### src/rtl/smia_pkg.sv
package smia_pkg;

  // Largest matrix order handled by the storage and the permutation table.
  localparam int unsigned MaxOrder  = 4;
  localparam int unsigned StoreDep  = MaxOrder * MaxOrder;
  localparam int unsigned NumPerms  = 24;
  localparam int unsigned AccW      = 68;  // exact determinant, signed
  localparam int unsigned ProdW     = 61;  // magnitude of one Leibniz product
  localparam int unsigned NumW      = 75;  // rounded-division numerator
  localparam int unsigned RemW      = 70;
  localparam int unsigned DivSteps  = NumW;

  typedef struct packed {
    logic            odd;
    logic [3:0][1:0] p;
  } perm_t;

  // Command word from the sequencer to the datapath.
  typedef struct packed {
    logic       wr_en;
    logic [3:0] wr_addr;
    logic       rd_en;
    logic [3:0] rd_addr;
    logic       prod_init;
    logic       prod_mul;
    logic       acc_clr;
    logic       acc_add;
    logic       acc_odd;
    logic       det_latch;
    logic       div_load;
    logic       sign_flip;
    logic       div_step;
    logic       out_load;
    logic       out_zero;
    logic [1:0] row;
    logic [1:0] col;
    logic       last;
  } cmd_t;

  typedef struct packed {
    logic out_free;
    logic singular;
  } status_t;

  function automatic perm_t mk_perm(input logic [1:0] a, input logic [1:0] b,
                                    input logic [1:0] c, input logic [1:0] d,
                                    input logic odd);
    perm_t r;
    r.p[0] = a;
    r.p[1] = b;
    r.p[2] = c;
    r.p[3] = d;
    r.odd  = odd;
    return r;
  endfunction

  // All permutations of four positions with their inversion parity.
  function automatic perm_t perm_entry(input logic [4:0] idx);
    perm_t r;
    case (idx)
      5'd0:    r = mk_perm(2'd0, 2'd1, 2'd2, 2'd3, 1'b0);
      5'd1:    r = mk_perm(2'd0, 2'd1, 2'd3, 2'd2, 1'b1);
      5'd2:    r = mk_perm(2'd0, 2'd2, 2'd1, 2'd3, 1'b1);
      5'd3:    r = mk_perm(2'd0, 2'd2, 2'd3, 2'd1, 1'b0);
      5'd4:    r = mk_perm(2'd0, 2'd3, 2'd1, 2'd2, 1'b0);
      5'd5:    r = mk_perm(2'd0, 2'd3, 2'd2, 2'd1, 1'b1);
      5'd6:    r = mk_perm(2'd1, 2'd0, 2'd2, 2'd3, 1'b1);
      5'd7:    r = mk_perm(2'd1, 2'd0, 2'd3, 2'd2, 1'b0);
      5'd8:    r = mk_perm(2'd1, 2'd2, 2'd0, 2'd3, 1'b0);
      5'd9:    r = mk_perm(2'd1, 2'd2, 2'd3, 2'd0, 1'b1);
      5'd10:   r = mk_perm(2'd1, 2'd3, 2'd0, 2'd2, 1'b1);
      5'd11:   r = mk_perm(2'd1, 2'd3, 2'd2, 2'd0, 1'b0);
      5'd12:   r = mk_perm(2'd2, 2'd0, 2'd1, 2'd3, 1'b0);
      5'd13:   r = mk_perm(2'd2, 2'd0, 2'd3, 2'd1, 1'b1);
      5'd14:   r = mk_perm(2'd2, 2'd1, 2'd0, 2'd3, 1'b1);
      5'd15:   r = mk_perm(2'd2, 2'd1, 2'd3, 2'd0, 1'b0);
      5'd16:   r = mk_perm(2'd2, 2'd3, 2'd0, 2'd1, 1'b0);
      5'd17:   r = mk_perm(2'd2, 2'd3, 2'd1, 2'd0, 1'b1);
      5'd18:   r = mk_perm(2'd3, 2'd0, 2'd1, 2'd2, 1'b1);
      5'd19:   r = mk_perm(2'd3, 2'd0, 2'd2, 2'd1, 1'b0);
      5'd20:   r = mk_perm(2'd3, 2'd1, 2'd0, 2'd2, 1'b0);
      5'd21:   r = mk_perm(2'd3, 2'd1, 2'd2, 2'd0, 1'b1);
      5'd22:   r = mk_perm(2'd3, 2'd2, 2'd0, 2'd1, 1'b1);
      5'd23:   r = mk_perm(2'd3, 2'd2, 2'd1, 2'd0, 1'b0);
      default: r = mk_perm(2'd0, 2'd1, 2'd2, 2'd3, 1'b0);
    endcase
    return r;
  endfunction

endpackage

### src/rtl/smia_ctrl.sv
module smia_ctrl (
  input  logic               clk_i,
  input  logic               rst_ni,
  input  logic [2:0]         order_i,
  input  logic               in_valid_i,
  output logic               in_ready_o,
  input  smia_pkg::status_t  sts_i,
  output smia_pkg::cmd_t     cmd_o
);

  typedef enum logic [3:0] {
    ST_LOAD, ST_PERM, ST_TERM, ST_MUL, ST_ACC, ST_FIN, ST_CSTART, ST_DIV, ST_EMIT
  } state_e;

  state_e      state_q, state_d;
  logic [4:0]  load_cnt_q, load_cnt_d;
  logic [4:0]  perm_q, perm_d;
  logic [2:0]  term_q, term_d;
  logic [2:0]  k_q, k_d;
  logic        is_det_q, is_det_d;
  logic [1:0]  row_q, row_d;
  logic [1:0]  col_q, col_d;
  logic [6:0]  div_cnt_q, div_cnt_d;

  smia_pkg::perm_t perm;
  logic        perm_ok;
  logic [4:0]  cnt_inc;
  logic [4:0]  order_sq;
  logic [2:0]  ri;
  logic [2:0]  cj;
  logic [5:0]  addr_full;
  logic        last_pos;
  logic        perm_end;

  assign perm     = smia_pkg::perm_entry(perm_q);
  assign cnt_inc  = load_cnt_q + 5'd1;
  assign order_sq = {2'b0, order_i} * {2'b0, order_i};
  assign perm_end = (perm_q == 5'(smia_pkg::NumPerms - 1));
  assign last_pos = ({1'b0, row_q} == order_i - 3'd1) && ({1'b0, col_q} == order_i - 3'd1);

  // Only permutations that leave positions k and above in place belong to order k.
  always_comb begin
    perm_ok = 1'b1;
    for (int i = 0; i < 4; i++) begin
      if ((3'(i) >= k_q) && (perm.p[i] != 2'(i))) begin
        perm_ok = 1'b0;
      end
    end
  end

  // Element address: a cofactor drops row col_q and column row_q of the matrix.
  always_comb begin
    ri = {1'b0, term_q[1:0]};
    cj = {1'b0, perm.p[term_q[1:0]]};
    if (!is_det_q && (term_q[1:0] >= col_q)) begin
      ri = ri + 3'd1;
    end
    if (!is_det_q && (perm.p[term_q[1:0]] >= row_q)) begin
      cj = cj + 3'd1;
    end
    addr_full = ({3'b0, ri} * {3'b0, order_i}) + {3'b0, cj};
  end

  always_comb begin
    state_d    = state_q;
    load_cnt_d = load_cnt_q;
    perm_d     = perm_q;
    term_d     = term_q;
    k_d        = k_q;
    is_det_d   = is_det_q;
    row_d      = row_q;
    col_d      = col_q;
    div_cnt_d  = div_cnt_q;
    cmd_o      = '0;
    cmd_o.wr_addr   = load_cnt_q[3:0];
    cmd_o.rd_addr   = addr_full[3:0];
    cmd_o.acc_odd   = perm.odd;
    cmd_o.sign_flip = row_q[0] ^ col_q[0];
    cmd_o.row       = row_q;
    cmd_o.col       = col_q;
    cmd_o.last      = last_pos;
    cmd_o.out_zero  = sts_i.singular;
    in_ready_o = (state_q == ST_LOAD);
    case (state_q)
      ST_LOAD: begin
        if (in_valid_i) begin
          cmd_o.wr_en = (load_cnt_q < 5'(smia_pkg::StoreDep));
          load_cnt_d  = cnt_inc;
          if (cnt_inc >= order_sq) begin
            load_cnt_d    = '0;
            k_d           = order_i;
            is_det_d      = 1'b1;
            perm_d        = '0;
            cmd_o.acc_clr = 1'b1;
            state_d       = ST_PERM;
          end
        end
      end
      ST_PERM: begin
        if (perm_ok) begin
          cmd_o.prod_init = 1'b1;
          term_d          = '0;
          state_d         = ST_TERM;
        end else if (perm_end) begin
          state_d = ST_FIN;
        end else begin
          perm_d = perm_q + 5'd1;
        end
      end
      ST_TERM: begin
        if (term_q == k_q) begin
          state_d = ST_ACC;
        end else begin
          cmd_o.rd_en = 1'b1;
          state_d     = ST_MUL;
        end
      end
      ST_MUL: begin
        cmd_o.prod_mul = 1'b1;
        term_d         = term_q + 3'd1;
        state_d        = ST_TERM;
      end
      ST_ACC: begin
        cmd_o.acc_add = 1'b1;
        if (perm_end) begin
          state_d = ST_FIN;
        end else begin
          perm_d  = perm_q + 5'd1;
          state_d = ST_PERM;
        end
      end
      ST_FIN: begin
        if (is_det_q) begin
          cmd_o.det_latch = 1'b1;
          row_d           = '0;
          col_d           = '0;
          state_d         = ST_CSTART;
        end else begin
          cmd_o.div_load = 1'b1;
          div_cnt_d      = '0;
          state_d        = ST_DIV;
        end
      end
      ST_CSTART: begin
        if (sts_i.singular) begin
          state_d = ST_EMIT;
        end else begin
          k_d           = order_i - 3'd1;
          is_det_d      = 1'b0;
          perm_d        = '0;
          cmd_o.acc_clr = 1'b1;
          state_d       = ST_PERM;
        end
      end
      ST_DIV: begin
        cmd_o.div_step = 1'b1;
        if (div_cnt_q == 7'(smia_pkg::DivSteps - 1)) begin
          state_d = ST_EMIT;
        end else begin
          div_cnt_d = div_cnt_q + 7'd1;
        end
      end
      ST_EMIT: begin
        if (sts_i.out_free) begin
          cmd_o.out_load = 1'b1;
          if (last_pos) begin
            state_d = ST_LOAD;
          end else begin
            if ({1'b0, col_q} == order_i - 3'd1) begin
              col_d = '0;
              row_d = row_q + 2'd1;
            end else begin
              col_d = col_q + 2'd1;
            end
            state_d = ST_CSTART;
          end
        end
      end
      default: begin
        state_d = ST_LOAD;
      end
    endcase
  end

  always_ff @(posedge clk_i or negedge rst_ni) begin
    if (!rst_ni) begin
      state_q    <= ST_LOAD;
      load_cnt_q <= '0;
      perm_q     <= '0;
      term_q     <= '0;
      k_q        <= '0;
      is_det_q   <= 1'b0;
      row_q      <= '0;
      col_q      <= '0;
      div_cnt_q  <= '0;
    end else begin
      state_q    <= state_d;
      load_cnt_q <= load_cnt_d;
      perm_q     <= perm_d;
      term_q     <= term_d;
      k_q        <= k_d;
      is_det_q   <= is_det_d;
      row_q      <= row_d;
      col_q      <= col_d;
      div_cnt_q  <= div_cnt_d;
    end
  end

`ifndef SYNTHESIS
  a_load_when_free: assert property (@(posedge clk_i) disable iff (!rst_ni)
    cmd_o.out_load |-> sts_i.out_free)
    else $error("result loaded while output register busy");
  a_read_in_range: assert property (@(posedge clk_i) disable iff (!rst_ni)
    cmd_o.rd_en |-> (term_q < k_q))
    else $error("element read past the permutation length");
  a_div_to_emit: assert property (@(posedge clk_i) disable iff (!rst_ni)
    (state_q == ST_DIV && div_cnt_q == 7'(smia_pkg::DivSteps - 1)) |=> state_q == ST_EMIT)
    else $error("division did not finish into emit");
`endif

endmodule

### src/rtl/smia_dp.sv
module smia_dp (
  input  logic               clk_i,
  input  logic               rst_ni,
  input  logic [2:0]         order_i,
  input  smia_pkg::cmd_t     cmd_i,
  output smia_pkg::status_t  sts_o,
  input  logic signed [15:0] element_value_i,
  input  logic               out_ready_i,
  output logic               out_valid_o,
  output logic signed [31:0] inverse_entry_o,
  output logic [1:0]         entry_row_o,
  output logic [1:0]         entry_col_o,
  output logic signed [47:0] determinant_value_o,
  output logic               singular_flag_o,
  output logic               last_entry_o
);

  localparam int unsigned AccW  = smia_pkg::AccW;
  localparam int unsigned ProdW = smia_pkg::ProdW;
  localparam int unsigned NumW  = smia_pkg::NumW;
  localparam int unsigned RemW  = smia_pkg::RemW;

  logic [15:0]       mem_q [smia_pkg::StoreDep];
  logic [15:0]       rdata_q;
  logic [ProdW-1:0]  prod_q;
  logic              pneg_q;
  logic [AccW-1:0]   acc_q;
  logic [AccW-1:0]   dmag_q;
  logic              dneg_q;
  logic              sing_q;
  logic [47:0]       dout_q;
  logic [NumW-1:0]   n2_q;
  logic [RemW-1:0]   rem_q;
  logic [NumW-1:0]   quo_q;
  logic              eneg_q;
  logic              out_valid_q;
  logic [31:0]       entry_q;
  logic [1:0]        row_q;
  logic [1:0]        col_q;
  logic              last_q;
  logic [47:0]       det_out_q;
  logic              sing_out_q;

  logic [15:0]       mag;
  logic [76:0]       prod_full;
  logic [AccW-1:0]   acc_term;
  logic [AccW-1:0]   acc_mag;
  logic              acc_neg;
  logic [AccW:0]     dround;
  logic [AccW:0]     dlim;
  logic [AccW:0]     dsat;
  logic              dsing;
  logic [RemW-1:0]   rem_sh;
  logic [RemW-1:0]   d2;
  logic              ge;
  logic [NumW-1:0]   elim;
  logic [NumW-1:0]   esat;
  logic [31:0]       entry_d;

  assign mag       = rdata_q[15] ? 16'(-rdata_q) : rdata_q;
  assign prod_full = {16'b0, prod_q} * {61'b0, mag};
  assign acc_term  = {{(AccW-ProdW){1'b0}}, prod_q};
  assign acc_neg   = acc_q[AccW-1];
  assign acc_mag   = acc_neg ? -acc_q : acc_q;

  // Determinant to Q40.8: round half away from zero, then clamp.
  always_comb begin
    case (order_i)
      3'd2:    dround = ({1'b0, acc_mag} + (AccW+1)'(1 << 7))  >> 8;
      3'd3:    dround = ({1'b0, acc_mag} + (AccW+1)'(1 << 15)) >> 16;
      3'd4:    dround = ({1'b0, acc_mag} + (AccW+1)'(1 << 23)) >> 24;
      default: dround = {1'b0, acc_mag};
    endcase
    dlim = acc_neg ? (AccW+1)'(48'h8000_0000_0000) : (AccW+1)'(48'h7FFF_FFFF_FFFF);
    dsat = (dround > dlim) ? dlim : dround;
    case (order_i)
      3'd3:    dsing = acc_mag < AccW'(1 << 4);
      3'd4:    dsing = acc_mag < AccW'(1 << 12);
      default: dsing = (acc_mag == '0);
    endcase
  end

  assign d2     = {1'b0, dmag_q, 1'b0};
  assign rem_sh = {rem_q[RemW-2:0], n2_q[NumW-1]};
  assign ge     = rem_sh >= d2;
  assign elim   = eneg_q ? NumW'(33'h1_0000_0000 >> 1) : NumW'(32'h7FFF_FFFF);
  assign esat   = (quo_q > elim) ? elim : quo_q;
  assign entry_d = cmd_i.out_zero ? 32'd0 : (eneg_q ? -esat[31:0] : esat[31:0]);

  always_ff @(posedge clk_i) begin
    if (cmd_i.wr_en) begin
      mem_q[cmd_i.wr_addr] <= element_value_i;
    end
    if (cmd_i.rd_en) begin
      rdata_q <= mem_q[cmd_i.rd_addr];
    end
  end

  always_ff @(posedge clk_i) begin
    if (cmd_i.prod_init) begin
      prod_q <= ProdW'(1);
      pneg_q <= 1'b0;
    end else if (cmd_i.prod_mul) begin
      prod_q <= prod_full[ProdW-1:0];
      pneg_q <= pneg_q ^ rdata_q[15];
    end
    if (cmd_i.acc_clr) begin
      acc_q <= '0;
    end else if (cmd_i.acc_add) begin
      acc_q <= (cmd_i.acc_odd ^ pneg_q) ? acc_q - acc_term : acc_q + acc_term;
    end
    if (cmd_i.det_latch) begin
      dmag_q <= acc_mag;
      dneg_q <= acc_neg;
      dout_q <= acc_neg ? -dsat[47:0] : dsat[47:0];
    end
    if (cmd_i.div_load) begin
      n2_q   <= ({{(NumW-48){1'b0}}, acc_mag[47:0]} << 25) +
                {{(NumW-AccW){1'b0}}, dmag_q};
      rem_q  <= '0;
      quo_q  <= '0;
      eneg_q <= acc_neg ^ cmd_i.sign_flip ^ dneg_q;
    end else if (cmd_i.div_step) begin
      n2_q  <= {n2_q[NumW-2:0], 1'b0};
      rem_q <= ge ? rem_sh - d2 : rem_sh;
      quo_q <= {quo_q[NumW-2:0], ge};
    end
    // The whole word is captured here so that a stalled word keeps its
    // determinant and flag while the next matrix is already being worked on.
    if (cmd_i.out_load) begin
      entry_q    <= entry_d;
      row_q      <= cmd_i.row;
      col_q      <= cmd_i.col;
      last_q     <= cmd_i.last;
      det_out_q  <= dout_q;
      sing_out_q <= sing_q;
    end
  end

  always_ff @(posedge clk_i or negedge rst_ni) begin
    if (!rst_ni) begin
      sing_q      <= 1'b0;
      out_valid_q <= 1'b0;
    end else begin
      if (cmd_i.det_latch) begin
        sing_q <= dsing;
      end
      if (cmd_i.out_load) begin
        out_valid_q <= 1'b1;
      end else if (out_ready_i) begin
        out_valid_q <= 1'b0;
      end
    end
  end

  assign sts_o.out_free = !out_valid_q || out_ready_i;
  assign sts_o.singular = sing_q;

  assign out_valid_o         = out_valid_q;
  assign inverse_entry_o     = entry_q;
  assign entry_row_o         = row_q;
  assign entry_col_o         = col_q;
  assign determinant_value_o = det_out_q;
  assign singular_flag_o     = sing_out_q;
  assign last_entry_o        = last_q;

endmodule

### src/rtl/small_matrix_inverse_adjugate.sv
// Channel   Direction  Handshake                  Word
// in        input      in_valid_i / in_ready_o    element_value_i (Q8.8, row-major)
// out       output     out_valid_o / out_ready_i  inverse_entry_o, entry_row_o,
//                                                 entry_col_o, determinant_value_o,
//                                                 singular_flag_o, last_entry_o
// cfg       input      cfg_we_i                   cfg_wdata_i (matrix order)
//
// Words are loaded while the input is ready. For an order-4 matrix the determinant
// sums 24 permutations on the shared multiplier, and each inverse entry then takes
// a cofactor walk and a restoring divider. A singular matrix skips the cofactors.
// One matrix is in work at a time; the input is ready only while loading.
// A stalled output word holds the sequencer in its emit step without losing work.
// Reset is asynchronous and active low; the element store needs no clearing.
module small_matrix_inverse_adjugate (
  input  logic               clk_i,
  input  logic               rst_ni,
  input  logic               cfg_we_i,
  input  logic [2:0]         cfg_wdata_i,
  input  logic               in_valid_i,
  output logic               in_ready_o,
  input  logic signed [15:0] element_value_i,
  output logic               out_valid_o,
  input  logic               out_ready_i,
  output logic signed [31:0] inverse_entry_o,
  output logic [1:0]         entry_row_o,
  output logic [1:0]         entry_col_o,
  output logic signed [47:0] determinant_value_o,
  output logic               singular_flag_o,
  output logic               last_entry_o
);

  logic [2:0]        matrix_size_q;
  logic [2:0]        order;
  smia_pkg::cmd_t    cmd;
  smia_pkg::status_t sts;

  // The order register resets to the largest order.
  always_ff @(posedge clk_i or negedge rst_ni) begin
    if (!rst_ni) begin
      matrix_size_q <= 3'(smia_pkg::MaxOrder);
    end else if (cfg_we_i) begin
      matrix_size_q <= cfg_wdata_i;
    end
  end

  // An order of zero behaves as one, and one above the maximum behaves as the maximum.
  always_comb begin
    if (matrix_size_q == 3'd0) begin
      order = 3'd1;
    end else if (matrix_size_q > 3'(smia_pkg::MaxOrder)) begin
      order = 3'(smia_pkg::MaxOrder);
    end else begin
      order = matrix_size_q;
    end
  end

  smia_ctrl u_ctrl (
    .clk_i      (clk_i),
    .rst_ni     (rst_ni),
    .order_i    (order),
    .in_valid_i (in_valid_i),
    .in_ready_o (in_ready_o),
    .sts_i      (sts),
    .cmd_o      (cmd)
  );

  smia_dp u_dp (
    .clk_i               (clk_i),
    .rst_ni              (rst_ni),
    .order_i             (order),
    .cmd_i               (cmd),
    .sts_o               (sts),
    .element_value_i     (element_value_i),
    .out_ready_i         (out_ready_i),
    .out_valid_o         (out_valid_o),
    .inverse_entry_o     (inverse_entry_o),
    .entry_row_o         (entry_row_o),
    .entry_col_o         (entry_col_o),
    .determinant_value_o (determinant_value_o),
    .singular_flag_o     (singular_flag_o),
    .last_entry_o        (last_entry_o)
  );

endmodule

### config.mk
export PLATFORM = sky130hd
export DESIGN_NAME = small_matrix_inverse_adjugate
export DESIGN_NICKNAME = d
export VERILOG_FILES = /design/src/rtl/smia_pkg.sv /design/src/rtl/smia_ctrl.sv /design/src/rtl/smia_dp.sv /design/src/rtl/small_matrix_inverse_adjugate.sv
export SDC_FILE = /design/constraint.sdc
export NUM_CORES = 2
export LEC_CHECK = 0
export BUFFER_PORTS_ARGS = -buffer_cell sky130_fd_sc_hd__buf_2
export CAP_MARGIN = 20
export CORE_UTILIZATION = 40
export CTS_CLUSTER_DIAMETER = 30
export CTS_CLUSTER_SIZE = 12
export DETAILED_ROUTE_END_ITERATION = 8
export PLACE_DENSITY = 0.53
export SLEW_MARGIN = 20
export SYNTH_ARGS = -nofsm -noshare
export SYNTH_HDL_FRONTEND = slang
export SYNTH_HIERARCHICAL = 1
export SYNTH_SLANG_ARGS = --single-unit
### constraint.sdc
create_clock -name clk_i -period 13.08 [get_ports clk_i]
set_clock_uncertainty 0.05 [all_clocks]
set_input_delay 0.654 -clock clk_i [delete_from_list [all_inputs] [get_ports clk_i]]
set_output_delay 0.654 -clock clk_i [all_outputs]
set_load 0.01 [all_outputs]
Word-level counts from Yosys, hierarchy flattened
Memory sizes are Yosys's and may differ from the RTL's. A register that Yosys moved wholly into a read port is not among the register bits.
Cells that the tools add are included.
Word-level totals
  logic and storage cells: 222
  bits in writable memories: 256
  output and inout port bits: 88
  flip-flop bits (word level): 590
  memories kept: 2
  bits in read-only memories: 288
Operators by class
  mux-type cells: 87
  equality and inequality tests: 32
  bitwise operators: 5
  $mul: 3
  $add $sub $neg: 21
  reductions and logical operators: 29
  order comparisons: 15
Memory list
  (no name shown): depth 32, bits a word 9, read ports 1, clocked after Yosys merged registers in 0, write ports 0, line smia_pkg.sv:60  | case (idx)
  u_dp.mem_q: depth 16, bits a word 16, read ports 1, clocked after Yosys merged registers in 1, write ports 1, line smia_dp.sv:23  | logic [15:0] mem_q [smia_pkg::StoreDep];
Operator list (number)
  case mux 68 bit (3 select lines): 1
  two-way mux 75 bit: 2
  two-way mux 48 bit: 3
  two-way mux 68 bit: 2
  two-way mux 32 bit: 3
  greater-than comparator 75 x 32 -> 1 bit: 1
  adder 73 x 68 -> 74 bit: 1
  >= comparator 70 x 69 -> 1 bit: 1
  adder 68 x 16 -> 69 bit, second input constant: 1
  adder 68 x 24 -> 69 bit, second input constant: 1
  adder 68 x 8 -> 69 bit, second input constant: 1
  two-way mux 69 bit: 1
  subtractor 69 bit: 1
  adder 68 x 61 -> 68 bit: 1
  greater-than comparator 68 x 48 -> 1 bit: 1
  logical NOT 68 bit: 1
  less-than comparator 68 x 13 -> 1 bit, second input constant: 1
  less-than comparator 68 x 5 -> 1 bit, second input constant: 1
  negation 68 bit: 1
  subtractor 68 x 61 -> 68 bit: 1
  multiplier 61 x 16 -> 61 bit: 1
  negation 48 bit: 1
  case mux 4 bit (9 select lines): 1
  two-way mux 3 bit: 11
  other kinds (55): 152

Depth between registers and ports, before layout
  word-level depth: 9
  gate-level depth with buffers: 48
  depth with buffers taken out: 40

Cells and area by module
The synthesis kept the hierarchy.
Modules (own cells, without submodules)
  smia_dp: times used 1, area each 77629.5 µm², cells an instance 8234
  smia_ctrl: times used 1, area each 3030.4 µm², cells an instance 356
  small_matrix_inverse_adjugate: times used 1, area each 126.4 µm², cells an instance 11

Worst setup path before layout
Ideal clock, no wire load.
  kind: reg2reg
  start point: register u_ctrl.state_q[2]
  end point: register u_dp.sing_q
  arrival: 10.666 ns
  buffers on the path: 1
  path slack: 2.231 ns
  stages on the path, launching flop included: 9
  clock period less this slack: 10.849 ns
  setup time: 0.133 ns
  cell sequence: dfrtp_1 -> buf_2 -> nor2b_1 -> nand2_1 -> nor3b_1 -> nand4_1 -> nor3_1 -> nand4_1 -> o21ai_0
RTL lines
  start: declaration: line smia_ctrl.sv:15  | state_e state_q, state_d;
  start signal: assignment: line smia_ctrl.sv:197  | state_q <= state_d;
  end signal: assignment: line smia_dp.sv:146  | sing_q <= dsing;
  end: declaration: line smia_dp.sv:30  | logic sing_q;

Worst setup path in the final report
  start point: register u_dp.acc_q[0]
  end point: register u_dp.dout_q[42] (data pin)
On the way
  cells in the longest elaborated chain, start to end: 8
RTL lines
  start: declaration: line smia_dp.sv:27  | logic [AccW-1:0] acc_q;
  start signal: assignment: line smia_dp.sv:110  | acc_q <= (cmd_i.acc_odd ^ pneg_q) ? acc_q - acc_term : acc_q + acc_term;
  negation 68 bit *: line smia_dp.sv:64  | assign acc_mag = acc_neg ? -acc_q : acc_q;
  two-way mux 68 bit *: line smia_dp.sv:64
  via u_dp.acc_mag[16]: line smia_dp.sv:47  | logic [AccW-1:0] acc_mag;
  adder 68 x 24 -> 69 bit (tied with other cells): line smia_dp.sv:71  | 3'd4: dround = ({1'b0, acc_mag} + (AccW+1)'(1 << 23)) >> 24;
  case mux 68 bit (3 select lines) *: line smia_dp.sv:68  | case (order_i)
  greater-than comparator 68 x 48 -> 1 bit: line smia_dp.sv:75  | dsat = (dround > dlim) ? dlim : dround;
  two-way mux 48 bit *: line smia_dp.sv:75
  via u_dp.dsat[0]: line smia_dp.sv:51  | logic [AccW:0] dsat;
  negation 48 bit *: line smia_dp.sv:115  | dout_q <= acc_neg ? -dsat[47:0] : dsat[47:0];
  two-way mux 48 bit *: line smia_dp.sv:115
  end signal: assignment: line smia_dp.sv:115
  end: declaration: line smia_dp.sv:31  | logic [47:0] dout_q;
The timed path passes the listed nets; every way through them passes the cells marked *.
A chain may end at the register's enable or synchronous reset.

==> summary.md <==
| Metric | Value |
|---|---|
| Reg2Reg Capture Point | `u_dp/dout_q[42]` |
| Largest cells by area after synthesis | `edfxtp_1 20%, fa_1 18%, dfxtp_1 6.8%, ha_1 6.1%, nand2_1 4.3%` |
| Cell row count | `164` |
| RePlAce Congestion | `0.935` |
| Peak fanout along the critical path | `12` |
| Post-synthesis async set-or-reset flop share | `0.0429` |
| Vias in the first global route | `64,600` |
| Leading cell types in the layout, fill and taps excluded | `924 x nand2_1, 896 x inv_1, 716 x fa_1, 658 x nor2_1, 551 x edfxtp_1` |
| Vias | `63,900` |
| Fraction of layout cells with a size suffix above 1 | `0.113` |
| Crit path kind | `reg -> reg` |
| Final ANT Viol Nets | `0` |
| DP HPWL | `181,000 µm` |
| GRT overflow | `0` |
| Initial Utilization | `0.403` |
| Synth Net Count | `9,734` |
| Root buffer cell | `clkbuf_16` |
| Final worst path period share | `0.866` |
| Crit-path max cell delay | `820 ps` |
| Met3 routed WL | `14,100 µm` |
| CTS H-tree depth | `4` |
| Final setup violation count | `0` |
| Mapped cell area | `80,800 µm²` |
| Sequential element share of the synthesized area | `0.284` |
| RSZ-0062 raised after global routing | `no` |
| Max Buffers Root-to-Sink | `3` |
| Clk slew on worst S/H paths | `50 ps` |
| CP max stage cell | `a2111oi_0` |
| Antenna violations before repair | `6` |
| Die span in y | `451 µm` |
| #FFs+latches synth | `862` |
| Residual DRC count | `0` |
| Synth top area share | `0.205` |
| Largest net degree at the start of global routing | `175` |
| Main synth FF type | `edfxtp_1` |
| Max layer used | `met5` |
| Post-synthesis cell type count | `127` |
| Die X | `451 µm` |
| Fillers | `19,100` |
| HP Class | `in -> reg` |
| Max-Cap Viols | `0` |
| Critical path endpoint category | `flop` |
| Drt first pass iters | `6` |
| Fmax achieved | `0.0882 GHz` |
| Worst path arrival time | `11,820 ps` |
| Count of nets after finishing | `9,716` |
| Top Ports | `112` |
| Setup_tns | `0 ps` |
| Mapped Cells | `8,601` |
| Synth warnings | `6` |
| Number of synthesized flops with an enable pin | `551` |
| R2r startpoint | `u_dp/acc_q[0]` |
| Required @ worst endpoint | `13,570 ps` |
| Wire length on met2 | `117,000 µm` |
| R2r setup slk | `1750 ps` |
| Slew HR | `0.177` |
| Final count of pins violating max slew | `0` |
| Minimum clock period | `11,330 ps` |
| Leading area contributor after synthesis | `edfxtp_1` |
| CTS buffer count | `218` |
| Cell count of the worst reg-to-reg path | `35` |
| Worst Setup SP | `u_dp/acc_q[0]` |
| Status | `finished, final reports clean` |
| First-pass GRT wire length | `391,000 µm` |
| CTS tree | `done` |
| DRT met1 WL | `114,000 µm` |
| Synthesis-to-finish area growth | `14.1%` |
| Fin. Hold Viols | `0` |
| DRT iter0 DRCs | `4,818` |
| Cts repair resizes | `0` |
| Worst Setup EP | `u_dp/dout_q[42]` |
| Final WL | `251,000 µm` |
| Vias per std cell | `5.58` |
| Worst-margin pin slew | `1230 ps` |
| Crit start category | `flop` |
| Core region area | `200,000 µm²` |
| Avg Cell Area, Syn | `9.39 µm²` |
| DIE AREA | `204,000 µm²` |
| WL/cell | `21.9 µm` |
| Clock latency at the later pin of the worst-skew pair | `880 ps` |
| Port Buffer Count | `111` |
| Tot GR Track Use | `0.246` |
| Commonest non-fill, non-tap cell in the layout | `nand2_1` |
| Clock tree sinks | `862` |
metrics by stage:
stage | setup slack, ps | util | cell area, µm² | hold WS, ps | std cells
2_1_floorplan | 2230 | - | 80800 | 308 | 8601
3_3_place_gp | 1930 | 0.420 | 84100 | 354 | 11000
3_5_place_dp | 1870 | 0.420 | 84200 | 355 | 11000
4_1_cts | 1840 | 0.460 | 92100 | 15.3 | 11400
5_1_grt | 1240 | 0.460 | 92200 | 54.5 | 11400
6_report | 1750 | 0.460 | 92200 | 84.8 | 11400
layer usage:
| layer | GRT usage | up-vias |
|---|---|---|
| li1 | - | 29600 |
| met1 | 0.340 | 32000 |
| met2 | 0.400 | 1912 |
| met3 | 0.0362 | 355 |
| met4 | 0.0706 | 2 |
| met5 | 0 | - |
kinds of logic (layout without fill, tap and decap cells):
logic type               Yosys count  in the layout  share of synthesized area
other                              0              4                          0
XOR/XNOR                         503            503                     0.0548
AO/OA/AOI/OAI                   1534           1534                      0.127
buffers and inverters           1427           1604                     0.0677
adder cells (fa/ha/maj)         1110           1110                      0.238
multiplexers                     356            356                     0.0579
flip-flops                       862            862                      0.284
AND/OR/NAND/NOR                 2809           2809                      0.170
registers in the layout, summed over array words and instances (netlist names), 48 cells and up:
signal / flops
u_dp/acc_q: 68
u_dp/determinant_value_o: 48
u_dp/dmag_q: 68
u_dp/dout_q: 48
u_dp/mem_q: 256
u_dp/n2_q: 75
u_dp/prod_q: 61
u_dp/quo_q: 75
u_dp/rem_q: 69
how the worst min path moves through the flow:
stage | from | slack (ps) | cells past startpoint | end
2_1_floorplan | rst_ni | 310 | 0 | matrix_size_q[0]
3_3_place_gp | u_dp/dout_q[4] | 350 | 0 | u_dp/determinant_value_o[4]
3_5_place_dp | u_dp/dout_q[11] | 350 | 0 | u_dp/determinant_value_o[11]
4_1_cts | element_value_i[0] | 20 | 1 | u_dp/mem_q[11][0]
5_1_grt | element_value_i[0] | 50 | 1 | u_dp/mem_q[11][0]
6_report | out_ready_i | 80 | 3 | u_dp/out_valid_o
critical path, delay by kind of cell (launching register included):
kind | cells | cell delay [ps]
DFF | 1 | 450
buffers and inverters | 4 | 610
xor gates and xnor gates | 2 | 650
adders and majority gates | 4 | 1370
AOI/OAI and AO/OA | 17 | 5400
and+or+nand+nor | 8 | 2520
what timing repair did:
action / in CTS / in global routing
hold buffers: 9 / 0
setup buffers: 0 / 0
endpoints found under the hold margin: 40 / 0
layout make-up:
type,count,area (µm²),share of cell area
Multi-Input combinational cell,6312,52700,0.572
Sequential cell,862,23000,0.249
Clock buffer,276,5870,0.0637
Inverter,915,3440,0.0373
Tap cell,2656,3320,0.0361
Clock inverter,139,1990,0.0215
Timing Repair Buffer,274,1850,0.0201
Antenna cell,4,10.0,0.000109
synthesized netlist by cell type (all sizes together), types with 18 or more instances:
library cell,instances
nand2,930
inv,910
fa,716
nor2,677
edfxtp,551
a21oi,433
clkbuf,412
ha,393
xnor2,322
dfxtp,274
o21ai,254
mux2i,201
xor2,181
a21o,177
nor2b,177
nor3,170
nand3,145
and2,124
nor4,122
nand4,114
a211oi,101
buf,100
nand2b,97
mux4,81
mux2,74
o31ai,59
or3,54
a31oi,53
o21bai,45
and3,43
o21a,43
o22ai,43
or4,42
dfrtp,36
or2,32
o41ai,31
o211ai,30
nand3b,23
a32oi,22
a221oi,18
a22oi,18
and4,18
Power is not shown: default switching activity piles up to over one toggle a cycle in this logic, so the estimate is an artifact.
